[src/sv/jhsp_pkg.sv]
package jhsp_pkg;

    // Limits checked by the parser
    localparam int TABLE_SLOTS    = 4;
    localparam int MAX_COMPONENTS = 4;
    localparam int MAX_SYMBOLS    = 256;

    // Marker codes
    localparam logic [15:0] MARKER_SOS  = 16'hFFDA;
    localparam logic [15:0] MARKER_SOF0 = 16'hFFC0;
    localparam logic [15:0] MARKER_SOF2 = 16'hFFC2;
    localparam logic [15:0] MARKER_DHT  = 16'hFFC4;
    localparam logic [15:0] MARKER_DQT  = 16'hFFDB;

    localparam logic [8:0] QUANT_ENTRIES_8  = 9'd64;
    localparam logic [8:0] QUANT_ENTRIES_16 = 9'd128;
    localparam logic [8:0] HUFF_LENGTHS     = 9'd16;

    // Record kinds
    localparam logic [3:0] REC_SIZE      = 4'd0;
    localparam logic [3:0] REC_DC_COUNT  = 4'd1;
    localparam logic [3:0] REC_AC_COUNT  = 4'd2;
    localparam logic [3:0] REC_DC_SYMBOL = 4'd3;
    localparam logic [3:0] REC_AC_SYMBOL = 4'd4;
    localparam logic [3:0] REC_QUANT     = 4'd5;
    localparam logic [3:0] REC_COMPONENT = 4'd6;
    localparam logic [3:0] REC_SCAN      = 4'd7;
    localparam logic [3:0] REC_ERROR     = 4'd8;

    // Error codes
    localparam logic [15:0] ERR_TABLE_ID   = 16'd1;
    localparam logic [15:0] ERR_COMPONENTS = 16'd2;
    localparam logic [15:0] ERR_SYMBOLS    = 16'd3;
    localparam logic [15:0] ERR_OVERRUN    = 16'd4;
    localparam logic [15:0] ERR_LENGTH     = 16'd5;

    typedef struct packed {
        logic [7:0] data;
        logic       sof;
    } word_t;

    typedef struct packed {
        logic [3:0]  kind;
        logic [3:0]  table_id;
        logic [3:0]  second_table_id;
        logic [7:0]  entry_index;
        logic [15:0] first_value;
        logic [15:0] second_value;
    } record_t;

endpackage

[src/sv/jhsp_byte_queue.sv]
module jhsp_byte_queue #(
    parameter int DEPTH = 4
) (
    input  logic           clk,
    input  logic           rst_n,
    input  logic           push_valid,
    output logic           push_ready,
    input  jhsp_pkg::word_t push_word,
    output logic           pop_valid,
    input  logic           pop_ready,
    output jhsp_pkg::word_t pop_word
);

    localparam int AW = (DEPTH > 1) ? $clog2(DEPTH) : 1;
    localparam int CW = $clog2(DEPTH + 1);

    jhsp_pkg::word_t   mem [DEPTH];
    logic [AW-1:0]     wr_ptr_reg;
    logic [AW-1:0]     wr_ptr_next;
    logic [AW-1:0]     rd_ptr_reg;
    logic [AW-1:0]     rd_ptr_next;
    logic [CW-1:0]     count_reg;
    logic [CW-1:0]     count_next;
    logic              push;
    logic              pop;

    assign push_ready = (count_reg != CW'(DEPTH));
    assign pop_valid  = (count_reg != '0);
    assign pop_word   = mem[rd_ptr_reg];
    assign push       = push_valid && push_ready;
    assign pop        = pop_valid && pop_ready;

    always_comb
    begin
        wr_ptr_next = wr_ptr_reg;
        rd_ptr_next = rd_ptr_reg;
        count_next  = count_reg;
        if (push)
        begin
            wr_ptr_next = (wr_ptr_reg == AW'(DEPTH - 1)) ? '0 : wr_ptr_reg + AW'(1);
        end
        if (pop)
        begin
            rd_ptr_next = (rd_ptr_reg == AW'(DEPTH - 1)) ? '0 : rd_ptr_reg + AW'(1);
        end
        if (push && !pop)
        begin
            count_next = count_reg + CW'(1);
        end
        else if (pop && !push)
        begin
            count_next = count_reg - CW'(1);
        end
    end

    always_ff @(posedge clk or negedge rst_n)
    begin
        if (!rst_n)
        begin
            wr_ptr_reg <= '0;
            rd_ptr_reg <= '0;
            count_reg  <= '0;
        end
        else
        begin
            wr_ptr_reg <= wr_ptr_next;
            rd_ptr_reg <= rd_ptr_next;
            count_reg  <= count_next;
        end
    end

    always_ff @(posedge clk)
    begin
        if (push)
        begin
            mem[wr_ptr_reg] <= push_word;
        end
    end

endmodule

[src/sv/jhsp_parser.sv]
module jhsp_parser (
    input  logic             clk,
    input  logic             rst_n,
    input  logic             word_valid,
    output logic             word_ready,
    input  jhsp_pkg::word_t  word,
    output logic             rec_valid,
    input  logic             rec_ready,
    output jhsp_pkg::record_t rec
);

    localparam logic [4:0] PH_SOI0      = 5'd0;
    localparam logic [4:0] PH_SOI1      = 5'd1;
    localparam logic [4:0] PH_MK0       = 5'd2;
    localparam logic [4:0] PH_MK1       = 5'd3;
    localparam logic [4:0] PH_LEN0      = 5'd4;
    localparam logic [4:0] PH_LEN1      = 5'd5;
    localparam logic [4:0] PH_SOF       = 5'd6;
    localparam logic [4:0] PH_DHT_INFO  = 5'd7;
    localparam logic [4:0] PH_DHT_COUNT = 5'd8;
    localparam logic [4:0] PH_DHT_SYM   = 5'd9;
    localparam logic [4:0] PH_DQT_INFO  = 5'd10;
    localparam logic [4:0] PH_DQT_VAL   = 5'd11;
    localparam logic [4:0] PH_SKIP      = 5'd12;
    localparam logic [4:0] PH_SOS_LEN0  = 5'd13;
    localparam logic [4:0] PH_SOS_LEN1  = 5'd14;
    localparam logic [4:0] PH_SOS_NS    = 5'd15;
    localparam logic [4:0] PH_SOS_CID   = 5'd16;
    localparam logic [4:0] PH_SOS_SEL   = 5'd17;
    localparam logic [4:0] PH_SOS_SS    = 5'd18;
    localparam logic [4:0] PH_SOS_SE    = 5'd19;
    localparam logic [4:0] PH_SOS_AHAL  = 5'd20;
    localparam logic [4:0] PH_DONE      = 5'd21;
    localparam logic [4:0] PH_HALT      = 5'd22;

    typedef struct packed {
        logic [4:0]  phase;
        logic [15:0] marker;
        logic [15:0] seg_len;
        logic [15:0] seen;
        logic [7:0]  held;
        logic [15:0] held_width;
        logic [3:0]  cls;
        logic [3:0]  tbl;
        logic [8:0]  item;
        logic [11:0] sym_total;
        logic [2:0]  comp_count;
        logic [7:0]  scan_start;
        logic [7:0]  scan_end;
    } parse_state_t;

    parse_state_t      st_reg;
    parse_state_t      st_cur;
    parse_state_t      st_next;
    logic              rec_valid_reg;
    logic              rec_valid_next;
    jhsp_pkg::record_t rec_reg;
    jhsp_pkg::record_t step_rec;
    logic              take;
    logic              emit;
    logic              fail;
    logic [15:0]       fail_code;
    logic              done;
    logic              last;
    logic [15:0]       seen_inc;
    logic [11:0]       sum_total;
    logic [8:0]        item_inc;
    logic [7:0]        b;
    logic [15:0]       pair;

    assign word_ready = !rec_valid_reg || rec_ready;
    assign take       = word_valid && word_ready;
    assign rec_valid  = rec_valid_reg;
    assign rec        = rec_reg;
    assign b          = word.data;

    always_comb
    begin
        // start of file clears the whole state before the byte is used
        if (word.sof)
        begin
            st_cur       = '0;
            st_cur.phase = PH_SOI0;
        end
        else
        begin
            st_cur = st_reg;
        end
        st_next   = st_cur;
        emit      = 1'b0;
        fail      = 1'b0;
        fail_code = '0;
        done      = 1'b1;
        step_rec  = '0;
        pair      = {st_cur.held, b};
        seen_inc  = st_cur.seen + 16'd1;
        last      = (seen_inc == (st_cur.seg_len - 16'd2));
        sum_total = st_cur.sym_total + {4'd0, b};
        item_inc  = st_cur.item + 9'd1;

        unique case (st_cur.phase)
            PH_SOI0:
            begin
                st_next.phase = PH_SOI1;
            end
            PH_SOI1:
            begin
                st_next.phase = PH_MK0;
            end
            PH_MK0, PH_LEN0, PH_SOS_LEN0:
            begin
                st_next.held  = b;
                st_next.phase = st_cur.phase + 5'd1;
            end
            PH_MK1:
            begin
                st_next.marker = pair;
                st_next.phase  = (pair == jhsp_pkg::MARKER_SOS) ? PH_SOS_LEN0 : PH_LEN0;
            end
            PH_LEN1:
            begin
                st_next.seg_len = pair;
                st_next.seen    = '0;
                priority if (pair < 16'd2)
                begin
                    fail      = 1'b1;
                    fail_code = jhsp_pkg::ERR_LENGTH;
                end
                else if (pair == 16'd2)
                    st_next.phase = PH_MK0;
                else if (st_cur.marker == jhsp_pkg::MARKER_SOF0
                         || st_cur.marker == jhsp_pkg::MARKER_SOF2)
                    st_next.phase = PH_SOF;
                else if (st_cur.marker == jhsp_pkg::MARKER_DHT)
                    st_next.phase = PH_DHT_INFO;
                else if (st_cur.marker == jhsp_pkg::MARKER_DQT)
                    st_next.phase = PH_DQT_INFO;
                else
                    st_next.phase = PH_SKIP;
            end
            PH_SOF, PH_DHT_INFO, PH_DHT_COUNT, PH_DHT_SYM,
            PH_DQT_INFO, PH_DQT_VAL, PH_SKIP:
            begin
                st_next.seen = seen_inc;
                unique case (st_cur.phase)
                    PH_SOF:
                    begin
                        if (seen_inc == 16'd2 || seen_inc == 16'd4)
                            st_next.held = b;
                        else if (seen_inc == 16'd3)
                            st_next.held_width = pair;
                        else if (seen_inc == 16'd5)
                        begin
                            emit                  = 1'b1;
                            step_rec.kind         = jhsp_pkg::REC_SIZE;
                            step_rec.first_value  = pair;
                            step_rec.second_value = st_cur.held_width;
                        end
                    end
                    PH_DHT_INFO, PH_DQT_INFO:
                    begin
                        st_next.cls = b[7:4];
                        st_next.tbl = b[3:0];
                        if ({1'b0, b[3:0]} >= 5'(jhsp_pkg::TABLE_SLOTS))
                        begin
                            fail      = 1'b1;
                            fail_code = jhsp_pkg::ERR_TABLE_ID;
                        end
                        else
                        begin
                            st_next.item      = '0;
                            st_next.sym_total = '0;
                            st_next.phase     = (st_cur.phase == PH_DHT_INFO)
                                                ? PH_DHT_COUNT : PH_DQT_VAL;
                            done              = 1'b0;
                        end
                    end
                    PH_DHT_COUNT:
                    begin
                        st_next.sym_total    = sum_total;
                        emit                 = 1'b1;
                        step_rec.kind        = (st_cur.cls != '0)
                                               ? jhsp_pkg::REC_AC_COUNT
                                               : jhsp_pkg::REC_DC_COUNT;
                        step_rec.table_id    = st_cur.tbl;
                        step_rec.entry_index = st_cur.item[7:0];
                        step_rec.first_value = {8'd0, b};
                        st_next.item         = item_inc;
                        done                 = 1'b0;
                        if (item_inc == jhsp_pkg::HUFF_LENGTHS)
                        begin
                            if (sum_total > 12'(jhsp_pkg::MAX_SYMBOLS))
                            begin
                                fail      = 1'b1;
                                fail_code = jhsp_pkg::ERR_SYMBOLS;
                            end
                            else
                            begin
                                st_next.item = '0;
                                if (sum_total == '0)
                                begin
                                    st_next.phase = PH_DHT_INFO;
                                    done          = 1'b1;
                                end
                                else
                                begin
                                    st_next.phase = PH_DHT_SYM;
                                end
                            end
                        end
                    end
                    PH_DHT_SYM:
                    begin
                        emit                 = 1'b1;
                        step_rec.kind        = (st_cur.cls != '0)
                                               ? jhsp_pkg::REC_AC_SYMBOL
                                               : jhsp_pkg::REC_DC_SYMBOL;
                        step_rec.table_id    = st_cur.tbl;
                        step_rec.entry_index = st_cur.item[7:0];
                        step_rec.first_value = {8'd0, b};
                        st_next.item         = item_inc;
                        done                 = 1'b0;
                        if ({3'd0, item_inc} >= st_cur.sym_total)
                        begin
                            st_next.phase = PH_DHT_INFO;
                            done          = 1'b1;
                        end
                    end
                    PH_DQT_VAL:
                    begin
                        step_rec.kind     = jhsp_pkg::REC_QUANT;
                        step_rec.table_id = st_cur.tbl;
                        st_next.item      = item_inc;
                        done              = 1'b0;
                        if (st_cur.cls == '0)
                        begin
                            emit                 = 1'b1;
                            step_rec.entry_index = st_cur.item[7:0];
                            step_rec.first_value = {8'd0, b};
                            if (item_inc >= jhsp_pkg::QUANT_ENTRIES_8)
                            begin
                                st_next.phase = PH_DQT_INFO;
                                done          = 1'b1;
                            end
                        end
                        else
                        begin
                            // 16-bit entries: high byte first
                            if (!st_cur.item[0])
                                st_next.held = b;
                            else
                            begin
                                emit                 = 1'b1;
                                step_rec.entry_index = st_cur.item[8:1];
                                step_rec.first_value = pair;
                            end
                            if (item_inc >= jhsp_pkg::QUANT_ENTRIES_16)
                            begin
                                st_next.phase = PH_DQT_INFO;
                                done          = 1'b1;
                            end
                        end
                    end
                    default:
                    begin
                    end
                endcase
                if (last && !fail)
                begin
                    if (!done)
                    begin
                        fail      = 1'b1;
                        fail_code = jhsp_pkg::ERR_OVERRUN;
                    end
                    else
                    begin
                        st_next.phase = PH_MK0;
                    end
                end
            end
            PH_SOS_LEN1:
            begin
                st_next.seg_len = pair;
                st_next.seen    = '0;
                if (pair < 16'd2)
                begin
                    fail      = 1'b1;
                    fail_code = jhsp_pkg::ERR_LENGTH;
                end
                else
                begin
                    st_next.phase = PH_SOS_NS;
                end
            end
            PH_SOS_NS:
            begin
                if (b > 8'(jhsp_pkg::MAX_COMPONENTS))
                begin
                    fail      = 1'b1;
                    fail_code = jhsp_pkg::ERR_COMPONENTS;
                end
                else
                begin
                    st_next.comp_count = b[2:0];
                    st_next.item       = '0;
                    st_next.phase      = (b != '0) ? PH_SOS_CID : PH_SOS_SS;
                end
            end
            PH_SOS_CID:
            begin
                st_next.held  = b;
                st_next.phase = PH_SOS_SEL;
            end
            PH_SOS_SEL:
            begin
                emit                     = 1'b1;
                step_rec.kind            = jhsp_pkg::REC_COMPONENT;
                step_rec.table_id        = b[7:4];
                step_rec.second_table_id = b[3:0];
                step_rec.entry_index     = st_cur.item[7:0];
                step_rec.first_value     = {8'd0, st_cur.held};
                st_next.item             = item_inc;
                st_next.phase            = (item_inc < {6'd0, st_cur.comp_count})
                                           ? PH_SOS_CID : PH_SOS_SS;
            end
            PH_SOS_SS:
            begin
                st_next.scan_start = b;
                st_next.phase      = PH_SOS_SE;
            end
            PH_SOS_SE:
            begin
                st_next.scan_end = b;
                st_next.phase    = PH_SOS_AHAL;
            end
            PH_SOS_AHAL:
            begin
                emit                  = 1'b1;
                step_rec.kind         = jhsp_pkg::REC_SCAN;
                step_rec.entry_index  = b;
                step_rec.first_value  = {8'd0, st_cur.scan_start};
                step_rec.second_value = {8'd0, st_cur.scan_end};
                st_next.phase         = PH_DONE;
            end
            default:
            begin
                // done or halted: bytes are dropped until the next start of file
            end
        endcase

        if (fail)
        begin
            st_next.phase        = PH_HALT;
            emit                 = 1'b1;
            step_rec             = '0;
            step_rec.kind        = jhsp_pkg::REC_ERROR;
            step_rec.first_value = fail_code;
        end

        rec_valid_next = take ? emit : (rec_valid_reg && !rec_ready);
    end

    always_ff @(posedge clk or negedge rst_n)
    begin
        if (!rst_n)
        begin
            // all-zero state has phase PH_SOI0
            st_reg        <= '0;
            rec_valid_reg <= 1'b0;
        end
        else
        begin
            if (take)
            begin
                st_reg <= st_next;
            end
            rec_valid_reg <= rec_valid_next;
        end
    end

    always_ff @(posedge clk)
    begin
        if (take && emit)
        begin
            rec_reg <= step_rec;
        end
    end

endmodule

[src/sv/jpeg_header_segment_parser.sv]
// JPEG header parser: takes one file byte per word and returns at most one record per byte
// (size, Huffman counts and symbols, quant entries, scan components and parameters, or an
// error, after which the parser halts until the next start_of_file). Bytes go into a queue of
// QUEUE_DEPTH words, and in_ready is high whenever that queue has room; the parser drains one
// byte per clock from the queue into a single output register, so the sustained rate is one
// byte per cycle as long as out_ready keeps the output register moving. An accepted byte is
// first written into the queue and then parsed from there into the output register.
module jpeg_header_segment_parser #(
    parameter int QUEUE_DEPTH = 4
) (
    input  logic        clk,
    input  logic        rst_n,
    input  logic        in_valid,
    output logic        in_ready,
    input  logic [7:0]  data_byte,
    input  logic        start_of_file,
    output logic        out_valid,
    input  logic        out_ready,
    output logic [3:0]  record_kind,
    output logic [3:0]  table_id,
    output logic [3:0]  second_table_id,
    output logic [7:0]  entry_index,
    output logic [15:0] first_value,
    output logic [15:0] second_value
);

    jhsp_pkg::word_t   in_word;
    jhsp_pkg::word_t   q_word;
    logic              q_valid;
    logic              q_ready;
    jhsp_pkg::record_t rec;

    assign in_word.data = data_byte;
    assign in_word.sof  = start_of_file;

    jhsp_byte_queue #(
        .DEPTH (QUEUE_DEPTH)
    ) u_queue (
        .clk        (clk),
        .rst_n      (rst_n),
        .push_valid (in_valid),
        .push_ready (in_ready),
        .push_word  (in_word),
        .pop_valid  (q_valid),
        .pop_ready  (q_ready),
        .pop_word   (q_word)
    );

    jhsp_parser u_parser (
        .clk        (clk),
        .rst_n      (rst_n),
        .word_valid (q_valid),
        .word_ready (q_ready),
        .word       (q_word),
        .rec_valid  (out_valid),
        .rec_ready  (out_ready),
        .rec        (rec)
    );

    assign record_kind     = rec.kind;
    assign table_id        = rec.table_id;
    assign second_table_id = rec.second_table_id;
    assign entry_index     = rec.entry_index;
    assign first_value     = rec.first_value;
    assign second_value    = rec.second_value;

endmodule
[config.mk]
export PLATFORM = sky130hd
export DESIGN_NAME = jpeg_header_segment_parser
export DESIGN_NICKNAME = d
export VERILOG_FILES = /design/src/sv/jhsp_pkg.sv /design/src/sv/jhsp_byte_queue.sv /design/src/sv/jhsp_parser.sv /design/src/sv/jpeg_header_segment_parser.sv
export SDC_FILE = /design/constraint.sdc
export NUM_CORES = 1
export LEC_CHECK = 0
export BUFFER_PORTS_ARGS = -buffer_cell sky130_fd_sc_hd__buf_2
export CAP_MARGIN = 5
export CORE_UTILIZATION = 30
export DETAILED_ROUTE_END_ITERATION = 16
export GPL_TIMING_DRIVEN = 0
export MAX_ROUTING_LAYER = met4
export SYNTH_ARGS = -nofsm -noshare
export SYNTH_HDL_FRONTEND = slang
export SYNTH_SLANG_ARGS = --single-unit
[constraint.sdc]
create_clock -name clk -period 8.7 [get_ports clk]
set_clock_uncertainty 0.2 [all_clocks]
set_input_delay 1.74 -clock clk [delete_from_list [all_inputs] [get_ports clk]]
set_output_delay 1.74 -clock clk [all_outputs]
set_load 0.02 [all_outputs]
# ---- After elaboration in Yosys (flattened, before gate mapping)
# Memories as Yosys holds them, arrays and structs flattened.
# Cells that the tools add are included.
dict set report totals {
  reg_bits 185
  mem_bits_rw 36
  word_cells 219
  n_memories 1
}
# memory words word_bits rd rd_ports_with_merged_regs wr line_no
set mem_list {}
lappend mem_list {u_queue.mem 4 9 1 0 1 jhsp_byte_queue.sv:17} ;# jhsp_pkg::word_t mem [DEPTH];
dict set report op_classes {
  addsub 9
  magnitude_cmp 8
  eq_ne 35
  mux 110
  n_bitwise 1
  reduce_logical 32
}
# op count
set ops {}
lappend ops {{$mux 16} 9}
lappend ops {{$mux 32} 4}
lappend ops {{$mux 125} 1}
lappend ops {{$pmux 16 s2} 3}
lappend ops {{$pmux 16 s3} 2}
lappend ops {{$eq 16x16->1 const B} 5}
lappend ops {{$mux 5} 16}
lappend ops {{$mux 24} 3}
lappend ops {{$pmux 24 s3} 1}
lappend ops {{$pmux 5 s13} 1}
lappend ops {{$pmux 9 s3} 2}
lappend ops {{$eq 16x2->1 const B} 3}
lappend ops {{$mux 8} 6}
lappend ops {{$pmux 8 s2} 3}
lappend ops {{$eq 5x4->1 const B} 8}
lappend ops {{$eq 16x3->1 const B} 2}
lappend ops {{$mux 9} 3}
lappend ops {{$mux 1} 26}
lappend ops {{$eq 5x5->1 const B} 5}
lappend ops {{$pmux 12 s2} 1}
lappend ops {{$pmux 4 s3} 2}
lappend ops {{$mux 21} 1}
lappend ops {{$mux 3} 7}
lappend ops {{$eq 5x3->1 const B} 4}
lappend ops {{45 further kinds} 77}

# ---- Longest topological paths before layout
# Gate-level depths: netlist of run 1.
# An unclocked memory read counts as a cell.
dict set report logic_depth {
  ltp_word 14
  depth_mapped 27
  mapped_depth_nobuf 20
}

# ---- Modules after synthesis
# A second synthesis of run 1 with hierarchy kept.
dict set report hier_totals {
  hier_cells 1324
  area_unflattened_um2 12990.0
}
# module n_inst cells_per_inst area_each_um2 seq_area_each_um2
set modules_own_cells {}
lappend modules_own_cells {jhsp_parser 1 1241 11253.3 4714.5}
lappend modules_own_cells {jhsp_byte_queue 1 83 1736.7 1256.2}

# ---- Least setup slack after synthesis of run 1
# Ideal clock, no wire load.
dict set report synth_path {
  kind {register to register}
  start {register u_queue.rd_ptr_reg[1]}
  end {register u_parser.rec_reg (netlist bit u_parser.rec[0]) (enable)}
  arrival_ns 6.470
  t_required_ns 8.094
  setup_slack_ns 1.624
  path_stages_with_launch 24
  path_buffers 7
  period_less_slack_ns 7.076
  cell_sequence {dfrtp_1 -> buf_2 -> mux2i_1 -> mux2_2 -> clkbuf_1 -> clkbuf_1 -> buf_1 -> buf_1 -> clkbuf_1 -> nand2_1 -> inv_1 -> ha_1 -> nor2b_1 -> a2bb2oi_1 -> nor2_1 -> o311a_1 -> o311ai_0 -> nor3_1 -> o21ai_0 -> a21oi_1 -> o21a_1 -> clkbuf_1 -> a41o_1 -> inv_1}
}
dict set report synth_between {
  elab_chain_len 14
  word_cells_on_any_way 69
  classes_between {4 x add/sub; 7 x order compare; 18 x eq/ne; 28 x mux; 11 x reduce/logical; 1 x memory}
}
# item line_no
set synth_rtl {}
lappend synth_rtl {{start, declared} jhsp_byte_queue.sv:20} ;# logic [AW-1:0] rd_ptr_reg;
lappend synth_rtl {{start signal, assigned} jhsp_byte_queue.sv:67} ;# rd_ptr_reg <= rd_ptr_next;
lappend synth_rtl {{$mem_v2 4x9 *} n/a}
lappend synth_rtl {{$mux 125} jhsp_parser.sv:80} ;# if (word.sof)
lappend synth_rtl {{$add 12x8->12} jhsp_parser.sv:98} ;# sum_total = st_cur.sym_total + {4'd0, b};
lappend synth_rtl {{$gt 12x9->1 or $logic_not 12->1 (tied branches)} {jhsp_parser.sv:192, jhsp_parser.sv:200}}
lappend synth_rtl {{$mux 1 (on tied branches)} {jhsp_parser.sv:192, jhsp_parser.sv:200}}
lappend synth_rtl {{$mux 1 (on tied branches)} {jhsp_parser.sv:190, jhsp_parser.sv:192}}
lappend synth_rtl {{$pmux 1 s2 or $mux 1 (tied branches)} {jhsp_parser.sv:145, jhsp_parser.sv:190}}
lappend synth_rtl {{$mux 1 or $pmux 1 s4 (tied branches)} {jhsp_parser.sv:101, jhsp_parser.sv:145}}
lappend synth_rtl {{$logic_not 1->1 or $mux 1 (tied branches)} {jhsp_parser.sv:268, jhsp_parser.sv:101}}
lappend synth_rtl {{$logic_and 1x1->1 or $mux 1 (tied branches)} {jhsp_parser.sv:268, jhsp_parser.sv:270}}
lappend synth_rtl {{$mux 1} jhsp_parser.sv:268} ;# if (last && !fail)
lappend synth_rtl {{$pmux 1 s3} jhsp_parser.sv:101} ;# unique case (st_cur.phase)
lappend synth_rtl {{$mux 1 *} jhsp_parser.sv:351} ;# if (fail)
lappend synth_rtl {{$logic_and 1x1->1 *} jhsp_parser.sv:383} ;# if (take && emit)
lappend synth_rtl {{end signal, assigned} jhsp_parser.sv:385} ;# rec_reg <= step_rec;
lappend synth_rtl {{end, declared} jhsp_parser.sv:57} ;# jhsp_pkg::record_t rec_reg;
# Every way passes the cells marked *; elsewhere a longest branch is shown, timed or not. The select of a mux whose other input is x is not followed.
# A chain may end at the register's enable or synchronous reset.

# ---- Final worst setup path of run 1
dict set report layout_path {
  start {register u_queue.rd_ptr_reg[0]}
  end {register u_parser.rec_reg (netlist bit u_parser.rec[18]) (enable)}
}
# The elaborated chain is that of the path after synthesis.

==> Implementation_results.wiki, run 1 <==
{| class="wikitable"
! Metric !! Value
|-
| Via count || 10680
|-
| Setup repair after global routing missed its margin || no
|-
| Average cell area after synthesis || 10.2 µm²
|-
| Final Routed Wirelength || 40600 µm
|-
| Leakage component of the power || 5.91 nW
|-
| #FFs+latches synth || 221
|-
| HP Start || u_parser.st_reg[63]
|-
| Synth Flop Type || dfrtp_1
|-
| Placement-stage cell area || 13700 µm²
|-
| # Max-Cap Violations || 0
|-
| Full die area || 43000 µm²
|-
| Portion of the post-synthesis area used by sequential elements || 47.2%
|-
| Final period utilization || 95.7%
|-
| Worst-Margin Slew || 1.39 ns
|-
| Gate Count Post-Synth || 1241
|-
| Flip-flop count of the largest register, all copies and words added || 125
|-
| Cell-internal power || 2.51 mW
|-
| Initial Utilization || 30.7%
|-
| Relative slew slack || 7.51%
|-
| Worst reg2reg endpoint || u_parser.rec[18]
|-
| Clock edge transition at the registers on the reported setup and hold paths || 0.07 ns
|-
| TritonCTS clock tree || built
|-
| Count of flip-flops with a built-in enable after synthesis || 88
|-
| Final Instance Count excl. Fillers || 1885
|-
| Result of the run || complete, no violations
|-
| CTS H-Tree Depth || 1
|-
| Fillers || 4118
|-
| Number of cells on the worst reg-to-reg path || 21
|-
| Site row count || 74
|-
| Final RePlAce weighted congestion || 0.979
|-
| CP Launch Type || flip-flop
|-
| Proportion of total power due to net switching || 46.2%
|-
| CP Class || reg -> reg
|-
| Number of global-route vias before repair || 10517
|-
| Data required, critical path || 8.77 ns
|-
| Switching pwr || 2.16 mW
|-
| Area occupied by multi-input gates || 6160 µm²
|-
| Number of port buffers || 66
|-
| Area of the mapped netlist || 12600 µm²
|-
| Detailed-routed wire length on met3 || 2930 µm
|-
| Clk Tree Root Cell || clkbuf_16
|-
| Worst-path maximum fanout || 48
|-
| Sink of the worst hold path || u_parser.st_reg[63]
|-
| # setup viols final || 0
|-
| Largest net degree at the start of global routing || 77
|-
| Gr usage total || 19.6%
|-
| Utilization of the core after routing || 35.2%
|-
| Max-slew violation count || 0
|-
| Number of top-level pins || 67
|-
| Highest Signal Layer || met4
|-
| Hold Buf Count CTS || 0
|-
| Sequential Area || 5970 µm²
|-
| Layout cell share with drive strength beyond 1 || 12.4%
|-
| Proportion of register bits with asynchronous set or reset after synthesis || 60.2%
|-
| Total gr overflow || 0
|-
| Die extent in y || 207 µm
|-
| Floorplan die width || 207 µm
|-
| Nets@finish || 1383
|-
| Wire length on met1 || 18000 µm
|-
| Largest buffer count on any clock path || 3
|-
| Area growth from synthesis to layout || 14.8%
|-
| Synthesized Nets || 1289
|-
| DP Cell Count || 1843
|-
| Clock net sink count || 221
|-
| Power share of the sequential group || 29.7%
|-
| Number of buffers inserted during clock tree synthesis || 24
|-
| Number of antenna violations at the first check in global routing || 0
|-
| Achievable Freq || 120 MHz
|-
| Setup Fix Bufs, Post-CTS || 0
|-
| Routed WL per cell || 21.5 µm
|-
| Setup slack, reg-to-reg || 0.37 ns
|-
| Cell depth of the worst hold path || 1
|-
| FF-to-FF Start || u_queue.rd_ptr_reg[0]
|-
| Final worst hold slack || 0.298 ns
|-
| Path category of the worst min-delay check || reg -> reg
|-
| First DRT Iteration DRCs || 1060
|-
| Crit path capture type || flip-flop
|-
| Critical Path AT || 8.40 ns
|-
| Peak ir drop on the vdd network || 0.215 mV
|-
| Crit path setup slack, layout || 0.372 ns
|-
| Final std cell area, no fill || 14500 µm²
|-
| Final Hold Vio Count || 0
|-
| Total length of routed met2 wires || 18300 µm
|-
| Combinational group share of total power || 48.4%
|-
| Proportion of power drawn by the clock network || 21.9%
|-
| Core box area || 41200 µm²
|-
| Final critical delay including setup and external delays || 8.33 ns
|-
| Count of TritonRoute iterations in the first routing pass || 9
|-
| Power density over the cells || 322 nW/µm²
|-
| Number of library cell types mapped by synthesis || 84
|-
| ANT nets after route || 0
|-
| Via/cell ratio || 5.67
|-
| Clock latency reported for the late side of the worst-skew pair || 0.55 ns
|-
| Wire length of the first global-routing pass || 63700 µm
|-
| Pre-CTS setup slack || -1.04 ns
|-
| # DRC || 0
|-
| Number of antenna repair diodes || 0
|-
| Yosys warning total || 0
|-
| Half-perimeter wire length after placement || 29300 µm
|}
==> power groups by stage <==
stage	clock [mW]	combinational (mW)	sequential [mW]
after CTS	1.04	2.23	1.38
after floorplan	0	1.35	1.45
final	1.02	2.26	1.38
after global routing	1.08	2.43	1.41
after global placement	0	2.20	1.40
after detailed placement	0	2.22	1.40
==> how the worst max path moves through the flow <==
stage,end,startpoint,slack [ns]
after global placement,u_parser.rec[18],u_queue.rd_ptr_reg[0],-1.85
after floorplan,u_parser.rec[0],u_queue.rd_ptr_reg[1],1.62
after global routing,u_parser.rec[15],u_queue.rd_ptr_reg[1],0.11
after detailed placement,u_parser.rec[8],u_queue.rd_ptr_reg[0],-1.04
after CTS,u_parser.rec[15],u_queue.rd_ptr_reg[0],0.15
final,u_parser.rec[18],u_queue.rd_ptr_reg[0],0.37
==> layout by cell type (no fill, tap or decap), types with 26 or more instances in the layout <==
master	netlist	routed
nand2_1	118	118
buf_2	4	70
ha_1	34	34
inv_1	31	30
nor2_1	91	91
edfxtp_1	88	88
a21oi_1	49	49
o21ai_0	63	63
a22o_1	93	93
nor3_1	26	26
nand3_1	36	36
xnor2_1	40	40
dfrtp_1	133	133
clkbuf_1	75	73
==> routing by layer <==
metal / up-vias / global-route usage, %
met2: 411 / 30.1
li1: 4899 / -
met4: 0 / 6.48
met1: 5286 / 25.7
met5: - / -
met3: 84 / 3.93
==> cell usage after synthesis (9+ instances only) <==
| master | number | area (µm²) |
|---|---|---|
| nand2b_1 | 9 | 56.3 |
| mux4_2 | 9 | 203 |
| a21oi_1 | 49 | 245 |
| clkbuf_1 | 75 | 282 |
| o211ai_1 | 11 | 82.6 |
| and3_1 | 24 | 150 |
| o221ai_1 | 10 | 87.6 |
| inv_1 | 31 | 116 |
| o22ai_1 | 9 | 56.3 |
| xor2_1 | 25 | 219 |
| ha_1 | 34 | 425 |
| a22o_1 | 93 | 815 |
| mux2i_1 | 9 | 90.1 |
| edfxtp_1 | 88 | 2640 |
| nor2_1 | 91 | 342 |
| nor2_4 | 9 | 101 |
| dfrtp_1 | 133 | 3330 |
| and2_1 | 10 | 62.6 |
| nor4_1 | 19 | 119 |
| nor3_1 | 26 | 130 |
| a222oi_1 | 14 | 140 |
| o21ai_0 | 63 | 315 |
| nand2_1 | 118 | 443 |
| a22oi_1 | 17 | 128 |
| a21o_1 | 11 | 82.6 |
| nand3_1 | 36 | 180 |
| nand4_1 | 18 | 113 |
| nor2b_1 | 9 | 56.3 |
| xnor2_1 | 40 | 350 |
==> layout make-up <==
class                      instances  area share (%)
buffer                            88            2.72
clock buffer                      34            4.82
clock inverter                    10           0.673
inverter                          32           0.862
multi-input combinational        898            42.4
sequential                       221            41.2
tap                              532            4.59
timing repair buffer              70            2.73
==> metrics by stage <==
stage	power, mW	setup TNS, ns
final	4.67	0
after global routing	4.92	0
after CTS	4.66	0
after detailed placement	3.62	-98.23
after global placement	3.60	-143.15
after floorplan	2.80	0
==> worst max-delay path, stage by stage, from the launching register on <==
cell      delay (ns)
dfrtp_1         0.40
buf_6           0.15
mux4_2          0.35
clkbuf_2        0.41
clkbuf_2        0.47
clkbuf_2        0.46
clkbuf_1        0.66
clkbuf_2        0.60
nor2b_1         0.16
ha_1            0.29
maj3_2          0.34
o221ai_4        0.22
xor2_1          0.14
or3_1           0.34
or3_1           0.31
or4_4           0.56
a21oi_1         0.46
o21a_1          0.18
clkbuf_1        0.48
a41o_1          0.44
inv_2           0.15
buf_12          0.21
==> cell families after synthesis <==
kind of cell             Yosys count  share of synthesized area, %
XOR/XNOR                          66                          4.68
flip-flops                       221                          47.2
adder cells (fa/ha/maj)           36                          3.61
multiplexers                      24                          2.85
AO/OA/AOI/OAI                    362                          21.1
AND/OR/NAND/NOR                  410                          16.4
buffers and inverters            122                          4.11
==> what timing repair did <==
| action | 4_1_cts | 5_1_grt |
|---|---|---|
| gates resized for setup | 6 | 2 |
| pin swaps | 0 | 0 |
| setup endpoints to repair | 118 | 60 |
(Power assumes the default switching activity.)
==> run 2, diff against run 1 <==
Settings changed: PLACE_DENSITY from default to 0.44.
==> Implementation_results.wiki, run 2 (synthesis gave the netlist of run 1 again) <==
{| class="wikitable"
! Metric !! Value
|-
| Worst-path maximum fanout || 44 (was 48)
|-
| Routed WL per cell || 23.1 µm (was 21.5 µm)
|-
| CP Launch Type || flip-flop (unchanged)
|-
| Gr usage total || 20.8% (was 19.6%)
|-
| Crit path capture type || flip-flop (unchanged)
|-
| Setup repair after global routing missed its margin || no (unchanged)
|-
| Crit path setup slack, layout || 0.718 ns (was 0.372 ns)
|-
| Final period utilization || 91.7% (was 95.7%)
|-
| Half-perimeter wire length after placement || 31400 µm (was 29300 µm)
|-
| Sequential Area || 5970 µm² (unchanged)
|-
| First DRT Iteration DRCs || 954 (was 1060)
|-
| # DRC || 0 (unchanged)
|-
| Final Routed Wirelength || 43500 µm (was 40600 µm)
|-
| Number of antenna repair diodes || 0 (unchanged)
|-
| Core box area || 41200 µm² (unchanged)
|-
| # Max-Cap Violations || 0 (unchanged)
|-
| Layout cell share with drive strength beyond 1 || 12.6% (was 12.4%)
|-
| Total gr overflow || 0 (unchanged)
|-
| Number of global-route vias before repair || 10527 (was 10517)
|-
| Number of top-level pins || 67 (unchanged)
|-
| Busiest layer in global routing || met2 (unchanged)
|-
| CP Class || reg -> reg (unchanged)
|-
| Power density over the cells || 326 nW/µm² (was 322 nW/µm²)
|-
| Via/cell ratio || 5.57 (was 5.67)
|-
| Slowest cell on the critical path || o311ai_1 (was clkbuf_1)
|-
| Die extent in y || 207 µm (unchanged)
|-
| WP buf/inv || 9 (unchanged)
|-
| Leading cell types in the layout, fill and taps excluded || 133 x dfrtp_1, 118 x nand2_1, 93 x a22o_1 (unchanged)
|-
| Relative slew slack || 15.4% (was 7.51%)
|-
| Final std cell area, no fill || 14500 µm² (about the same)
|-
| Area growth from synthesis to layout || 15.1% (was 14.8%)
|-
| Pre-CTS setup slack || -0.852 ns (was -1.04 ns)
|-
| Placement-stage cell area || 13700 µm² (about the same)
|-
| Max-slew violation count || 0 (unchanged)
|-
| Number of buffers inserted during clock tree synthesis || 26 (was 24)
|-
| Met1 track utilization from global routing || 26.6% (was 25.7%)
|-
| Met3 track utilization from global routing || 3.24% (was 3.93%)
|-
| Floorplan die width || 207 µm (unchanged)
|-
| Clock net sink count || 221 (unchanged)
|-
| Worst-Margin Slew || 1.27 ns (was 1.39 ns)
|-
| Top delay family on crit path || buffers and inverters (unchanged)
|-
| Clock edge transition at the registers on the reported setup and hold paths || 0.06 ns (was 0.07 ns)
|-
| Clk Tree Root Cell || clkbuf_16 (unchanged)
|-
| TritonCTS clock tree || built (unchanged)
|-
| Critical Path AT || 8.06 ns (was 8.40 ns)
|-
| Count of TritonRoute iterations in the first routing pass || 5 (was 9)
|-
| Largest net degree at the start of global routing || 90 (was 77)
|-
| Final Hold Vio Count || 0 (unchanged)
|-
| Flip-flop count of the largest register, all copies and words added || 125 (unchanged)
|-
| Power Total || 4.74 mW (was 4.67 mW)
|-
| Largest buffer count on any clock path || 3 (unchanged)
|-
| Final Instance Count excl. Fillers || 1888 (was 1885)
|-
| Leakage component of the power || 5.92 nW (was 5.91 nW)
|-
| Chain of cells forming the critical path || buf_2 -> mux2i_1 -> mux2_2 -> clkbuf_2 -> clkbuf_2 -> buf_2 -> clkbuf_1 -> nand2_1 -> inv_1 -> ha_1 -> nor2b_1 -> a2bb2oi_1 -> nor2_1 -> o311a_1 -> o311ai_1 -> mux2i_1 -> o21ai_0 -> a21oi_1 -> o21a_1 -> clkbuf_1 -> a41o_1 -> inv_2 -> buf_12 (was buf_6 -> mux4_2 -> clkbuf_2 -> clkbuf_2 -> clkbuf_2 -> clkbuf_1 -> clkbuf_2 -> nor2b_1 -> ha_1 -> maj3_2 -> o221ai_4 -> xor2_1 -> or3_1 -> or3_1 -> or4_4 -> a21oi_1 -> o21a_1 -> clkbuf_1 -> a41o_1 -> inv_2 -> buf_12)
|-
| Number of antenna violations at the first check in global routing || 0 (unchanged)
|-
| CTS H-Tree Depth || 1 (unchanged)
|-
| DP Cell Count || 1842 (was 1843)
|-
| ANT nets after route || 0 (unchanged)
|-
| Full die area || 43000 µm² (unchanged)
|-
| Wire length of the first global-routing pass || 66500 µm (was 63700 µm)
|-
| Number of port buffers || 66 (unchanged)
|-
| Achievable Freq || 125 MHz (was 120 MHz)
|-
| Final critical delay including setup and external delays || 7.98 ns (was 8.33 ns)
|-
| Site row count || 74 (unchanged)
|-
| Peak ir drop on the vdd network || 0.182 mV (was 0.215 mV)
|-
| Nets@finish || 1384 (was 1383)
|-
| Result of the run || complete, no violations (unchanged)
|-
| Path category of the worst min-delay check || reg -> reg (unchanged)
|-
| CP max stage delay || 0.60 ns (was 0.66 ns)
|-
| Global routing usage on met2 || 33.9% (was 30.1%)
|-
| # setup viols final || 0 (unchanged)
|-
| Clock latency reported for the late side of the worst-skew pair || 0.55 ns (about the same)
|-
| Hold Buf Count CTS || 0 (unchanged)
|-
| Final RePlAce weighted congestion || 0.922 (was 0.979)
|-
| Most frequent standard cell in the layout excluding fill and tap cells || dfrtp_1 (unchanged)
|-
| Initial Utilization || 30.7% (unchanged)
|-
| Via count || 10513 (was 10680)
|-
| Area occupied by multi-input gates || 6160 µm² (about the same)
|-
| Data required, critical path || 8.78 ns (was 8.77 ns)
|-
| Final worst hold slack || 0.295 ns (was 0.298 ns)
|-
| Fillers || 4171 (was 4118)
|}
[run 2: path summary, 6_finish.rpt]
| check | slack (ns) | depth (start not counted) | endpoint | startpoint |
|---|---|---|---|---|
| max | 0.72 | 23 | u_parser.rec[14] | u_queue.rd_ptr_reg[1] |
| min in group asynchronous | 0.91 | 1 | u_queue.wr_ptr_reg[0] | rst_n |
| max reg2reg | 0.72 | 23 | u_parser.rec[14] | u_queue.rd_ptr_reg[1] |
| min | 0.30 | 1 | u_parser.st_reg[57] | u_parser.st_reg[57] |
| max in group asynchronous | 6.55 | 2 | u_parser.st_reg[106] | rst_n |
| min reg2reg | 0.30 | 1 | u_parser.st_reg[57] | u_parser.st_reg[57] |
[run 2: cell type report]
type / instances / share of cell area [%]
Buffer: 88 / 2.72
Timing Repair Buffer: 69 / 2.69
Sequential cell: 221 / 41.0
Clock buffer: 34 / 5.04
Multi-Input combinational cell: 898 / 42.4
Clock inverter: 14 / 0.697
Inverter: 32 / 0.860
Tap cell: 532 / 4.58
[run 2: metrics by stage]
stage	utilization (%)	setup TNS, ns
6_report	35.3	0
5_1_grt	35.3	0
4_1_cts	35.3	0
3_5_place_dp	33.3	-80.06
3_3_place_gp	33.1	-144.97
2_1_floorplan	-	0
[run 2: routing by layer]
| layer | up-vias | share of wire (%) | wire [µm] |
|---|---|---|---|
| met5 | - | 0 | 0 |
| met4 | 0 | 2.9 | 1260 |
| met3 | 77 | 4.9 | 2130 |
| met2 | 303 | 48 | 20800 |
| met1 | 5236 | 44 | 19400 |
| li1 | 4897 | - | - |
[run 2: repair_timing]
item	in CTS	in global routing
hold endpoints to repair	0	0
buffers inserted	0	0
endpoints found under the setup margin	118	109
gates cloned	0	0
gates resized for setup	6	4
[run 2: power breakdown]
group | internal (mW) | leakage, nW | total (mW) | switching, mW
registers | 1.29 | 2.65 | 1.39 | 0.102
logic | 0.634 | 2.87 | 2.27 | 1.64
clock network | 0.622 | 0.401 | 1.07 | 0.453
total | 2.54 | 5.92 | 4.74 | 2.20
